**src/sv/ekc_pkg.sv**
```systemverilog
package ekc_pkg;

  // Default sizes
  localparam int unsigned EKC_FIFO_DEPTH = 256;
  localparam int unsigned EKC_NUM_KEYS   = 256;
  localparam int unsigned EKC_TIME_WIDTH = 32;

  // Fixed field widths
  localparam int unsigned CMD_W    = 2;
  localparam int unsigned KEY_W    = 8;
  localparam int unsigned NOW_W    = 32;
  localparam int unsigned WINDOW_W = 32;
  localparam int unsigned COUNT_W  = 9;

  localparam logic [WINDOW_W-1:0] WINDOW_RESET = 32'd300;
  localparam logic [COUNT_W-1:0]  COUNT_SAT    = 9'd511;

  // Request commands
  localparam logic [CMD_W-1:0] CMD_PUT       = 2'd0;
  localparam logic [CMD_W-1:0] CMD_GET_COUNT = 2'd1;
  localparam logic [CMD_W-1:0] CMD_GET_TOTAL = 2'd2;

  // Response status codes
  localparam logic STATUS_OK      = 1'b0;
  localparam logic STATUS_DROPPED = 1'b1;

  // Controller to datapath
  typedef struct packed {
    logic load;      // capture the accepted request
    logic clear_wr;  // write one zero entry of the count table
    logic pop_rd;    // read the count of the head event's key
    logic pop;       // retire the head event
    logic finish;    // execute the command and load the response
  } ekc_cmd_t;

  // Datapath to controller
  typedef struct packed {
    logic clear_last;
    logic fifo_empty;
    logic expired;
    logic out_free;
  } ekc_sts_t;

endpackage

```
**src/sv/ekc_ctrl.sv**
```systemverilog
module ekc_ctrl import ekc_pkg::*; (
  input  logic     clk,
  input  logic     rst,
  input  logic     req_valid,
  output logic     req_ready,
  input  ekc_sts_t sts,
  output ekc_cmd_t cmd
);

  typedef enum logic [2:0] {
    S_CLEAR,
    S_IDLE,
    S_CHECK,
    S_POP,
    S_FINISH
  } state_t;

  state_t state, state_next;

  // Sequence: clear once, then per request check/pop expired events, then finish
  always_comb begin
    state_next = state;
    cmd        = '0;
    unique case (state)
      S_CLEAR: begin
        cmd.clear_wr = 1'b1;
        if (sts.clear_last) begin
          state_next = S_IDLE;
        end
      end
      S_IDLE: begin
        if (req_valid && req_ready) begin
          cmd.load   = 1'b1;
          state_next = S_CHECK;
        end
      end
      S_CHECK: begin
        if (!sts.fifo_empty && sts.expired) begin
          cmd.pop_rd = 1'b1;
          state_next = S_POP;
        end else begin
          state_next = S_FINISH;
        end
      end
      S_POP: begin
        cmd.pop    = 1'b1;
        state_next = S_CHECK;
      end
      S_FINISH: begin
        if (sts.out_free) begin
          cmd.finish = 1'b1;
          state_next = S_IDLE;
        end
      end
      default: state_next = S_IDLE;
    endcase
  end

  // Hold state and the registered ready
  always_ff @(posedge clk) begin
    if (rst) begin
      state     <= S_CLEAR;
      req_ready <= 1'b0;
    end else begin
      state     <= state_next;
      req_ready <= (state_next == S_IDLE);
    end
  end

endmodule

```
**config.mk**
```make
export PLATFORM = sky130hd
export DESIGN_NAME = ekc_ctrl
export DESIGN_NICKNAME = d
export VERILOG_FILES = /design/src/sv/ekc_pkg.sv /design/src/sv/ekc_ctrl.sv
export SDC_FILE = /design/constraint.sdc
export NUM_CORES = 1
export LEC_CHECK = 0
export ABC_AREA = 1
export BUFFER_PORTS_ARGS = -buffer_cell sky130_fd_sc_hd__buf_4
export CORE_AREA = 5 5 42 44
export DETAILED_ROUTE_END_ITERATION = 12
export DIE_AREA = 0 0 47 49
export PLACE_DENSITY = 0.52
export SLEW_MARGIN = 30
export SYNTH_ARGS = -nofsm -noshare
export SYNTH_HDL_FRONTEND = slang
export SYNTH_SLANG_ARGS = --single-unit
```
**constraint.sdc**
```tcl
create_clock -name clk -period 2.4 [get_ports clk]
set_input_delay 0.48 -clock clk [delete_from_list [all_inputs] [get_ports clk]]
set_output_delay 0.48 -clock clk [all_outputs]
set_load 0.05 [all_outputs]
```
==> run_results.csv <==
group,metric,value,unit
final_layout,insertedDiodeCount,0,
clocking,cts_buffers,3,
global_route,number_of_antenna_violations_at_the_first_check_in_global_routing,0,
power_and_ir_drop,swShare,31.06,%
sta,max_freq,0.6285,GHz
setup_path,timing.reg2reg.setup_slack,1.38,ns
setup_path,cpPeakStageDelay,0.32,ns
detailed_routing,drtAntennaViolNets,0,
synthesis,syn-cell-area,249.0,µm²
global_route,grt_pass1_wl,883,µm
setup_path,kind_of_launch_point_of_the_worst_setup_path,"flip-flop",
clocking,tritoncts,"built",
global_route,gr-usage-met1,5.495,%
global_route,met3_usage,2.214,%
worst_hold_path,hold_path_end,"state[2]",
detailed_routing,detail_route.wl_per_cell,7.792,µm
final_layout,layout_commonest_cell,"sky130_fd_sc_hd__buf_4",
place,io_buffer_count,12,
die,die_h,49,µm
global_route,global_route.usage.total,5.704,%
synthesis,synth_warnings,0,
detailed_routing,postRouteWirelength,561,µm
final_layout,postLayoutCoreUtil,27.23,%
place,place.gp.congestion,0.6585,
global_route,busiest_layer,"met2",
sta,final_hold_violation_count,0,
detailed_routing,routed-via-count,276,
setup_path,path_cells,"inv_1, nand3_2, nor2_4, buf_4",
detailed_routing,dr.first_iter.drc_count,6,
setup_path,r2r-end,"state[0]",
power_and_ir_drop,clock_power_share,37.8,%
global_route,use_met2,7.919,%
sta,setup-violations-final,0,
sta,timing.clock.skew,0.0005610,ns
sta,rsz0062_at_grt,"no",
detailed_routing,route.detailed.drc,0,
setup_path,r2r_cells,6,
global_route,grt_pass1_vias,253,
sta,post_route_setup_tns,0,ns
synthesis,ys_seq_area_share,32.16,%
sta,slew-limit-headroom,84.96,%
die,chipWidth,47,µm
clocking,cts.reportedPaths.clkPinSlew,0.04,ns
clocking,cts.repair.resized,0,
final_layout,area_delta_synth_final,53.27,%
clocking,cts_hold_buf,0,
die,row_count,14,
die,design.die.area,0.002303,mm²
job,max_cap_violations,0,
sta,finalCritPeriodShare,66.29,%
die,start_util,17.77,%
power_and_ir_drop,cellLeakagePower,0.2302,nW
power_and_ir_drop,power.share.combinational,26.4,%
global_route,gr-total-overflow,0,
clocking,postCtsSetupRepairBufs,0,
power_and_ir_drop,power.net_switching,66.78,µW
clocking,clock-root-buffer,"sky130_fd_sc_hd__clkbuf_4",
synthesis,yosys.area.top_type,"sky130_fd_sc_hd__dfxtp_1",
sta,finalMaxSlewViolations,0,
run_status,run_status,"finished clean",
synthesis,syn_nets,48,
synthesis,yosysUniqueCellTypes,14,
setup_path,setup.worst_path.class,"flip-flop to output port",
clocking,worstSkewPairLatency,0.23,ns
worst_hold_path,worst_hold_path_type,"input pin to flip-flop",
global_route,maximum_number_of_pins_on_one_net_before_global_route_repair,8,
power_and_ir_drop,sequentialPowerShare,35.8,%
synthesis,synth_area_per_cell,6.073,µm²
sta,fin_crit_period,1.591,ns
worst_hold_path,hold_start,"rst",
clocking,cts_sinks,4,
sta,worst_slew_pin_slew,0.2253,ns
synthesis,netlist_top_cells_area,"sky130_fd_sc_hd__dfxtp_1 (32%), sky130_fd_sc_hd__inv_1 (17%), sky130_fd_sc_hd__nand2_1 (12%), sky130_fd_sc_hd__nor2_1 (9.0%), sky130_fd_sc_hd__nor2_4 (4.5%)",
power_and_ir_drop,power.internal,148.2,µW
final_layout,post_route_cells_drive_above_1_share,35.71,%
setup_path,critical-path-top-delay-family,"buffers and inverters",
synthesis,yosysTopAreaCellShare,32.16,%
setup_path,cp-startpoint,"state[2]",
setup_path,critPathBufInv,2,
final_layout,final_cell_mix,"sky130_fd_sc_hd__buf_4 (12), sky130_fd_sc_hd__inv_1 (11), sky130_fd_sc_hd__nand2_1 (8)",
synthesis,synth-seq-cells,4,
power_and_ir_drop,p_per_area,563.4,mW/mm²
setup_path,worst-endpoint-arrival,1.11,ns
clocking,ctsLongestPathBuffers,2,
die,io_pins,13,
final_layout,finish.cell_count_without_fillers,72,
setup_path,kind_of_end_point_of_the_critical_path,"output port",
place,dp_hpwl,462.8,µm
place,placed_cells_incl_taps,69,
power_and_ir_drop,peakVddDrop,0.1551,mV
setup_path,worst_r2r_startpoint,"state[0]",
final_layout,nNetsFinal,65,
synthesis,syn_inst,41,
setup_path,critPathMaxFanout,5,
setup_path,cp_data_required_time,1.92,ns
detailed_routing,drt_first_pass_iters,4,
clocking,cts.htree.levels,1,
worst_hold_path,hold_depth,2,
die,fp.coreArea,0.001401,mm²
setup_path,slowest_cp_cell,"sky130_fd_sc_hd__dfxtp_1",
detailed_routing,route.detailed.vias_per_inst,3.833,
-- registers in the layout (all words and copies together) (netlist names) --
name       flops
state          3
req_ready      1
-- logic make-up after synthesis --
logic type | after synthesis | synth area share, %
DFF | 4 | 32.16
AOI/OAI and AO/OA | 2 | 4.522
and+or+nand+nor | 23 | 45.23
buffers and inverters | 12 | 18.09
-- through the flow --
stage | area (µm²) | hold WS [ns] | total power [mW] | worst slack (ns)
5_1_grt | 381.6 | 0.4229 | 0.2300 | 0.7233
2_1_floorplan | 249.0 | 0.5222 | 0.1157 | 0.3379
6_report | 381.6 | 0.4202 | 0.2150 | 0.8090
3_5_place_dp | 359.1 | 0.5520 | 0.1355 | 0.8561
4_1_cts | 381.6 | 0.4132 | 0.2220 | 0.7921
3_3_place_gp | 359.1 | 0.5676 | 0.1352 | 0.8753
-- cell usage after synthesis --
master / count
sky130_fd_sc_hd__a31oi_1: 1
sky130_fd_sc_hd__inv_1: 11
sky130_fd_sc_hd__nand4_1: 1
sky130_fd_sc_hd__nor2_4: 1
sky130_fd_sc_hd__nor2_2: 1
sky130_fd_sc_hd__nand3_2: 1
sky130_fd_sc_hd__dfxtp_1: 4
sky130_fd_sc_hd__nand3_1: 2
sky130_fd_sc_hd__o21ai_0: 1
sky130_fd_sc_hd__nand2_1: 8
sky130_fd_sc_hd__inv_2: 1
sky130_fd_sc_hd__nor2_1: 6
sky130_fd_sc_hd__nand2_2: 1
sky130_fd_sc_hd__nor3_1: 2
-- routing by layer --
| layer | vias up | share of wire, % |
|---|---|---|
| met4 | 0 | 0 |
| met3 | 0 | 11 |
| met5 | - | 0 |
| met1 | 117 | 40 |
| li1 | 151 | - |
| met2 | 8 | 49 |
-- final cells by class --
type / count / area (µm²)
clock buffer: 3 / 22.52
fill: 181 / 1020
inverter: 12 / 45.04
multi-input combinational: 25 / 123.9
sequential: 4 / 80.08
tap: 16 / 20.02
timing repair buffer: 12 / 90.09
-- how the worst max path moves through the flow --
stage / end / cells past startpoint
final: cmd[2] / 4
after global routing: cmd[2] / 4
after CTS: cmd[2] / 4
after detailed placement: cmd[2] / 5
after global placement: cmd[2] / 5
after floorplan: cmd[0] / 2
-- power by group through the flow --
stage	combinational [mW]	sequential [mW]	clock (mW)
2_1_floorplan	0.0316	0.0842	0
3_3_place_gp	0.0572	0.0780	0
3_5_place_dp	0.0574	0.0781	0
4_1_cts	0.0575	0.0772	0.0872
5_1_grt	0.0624	0.0776	0.0900
6_report	0.0567	0.0769	0.0813
Power figures use the tool's default switching activity.
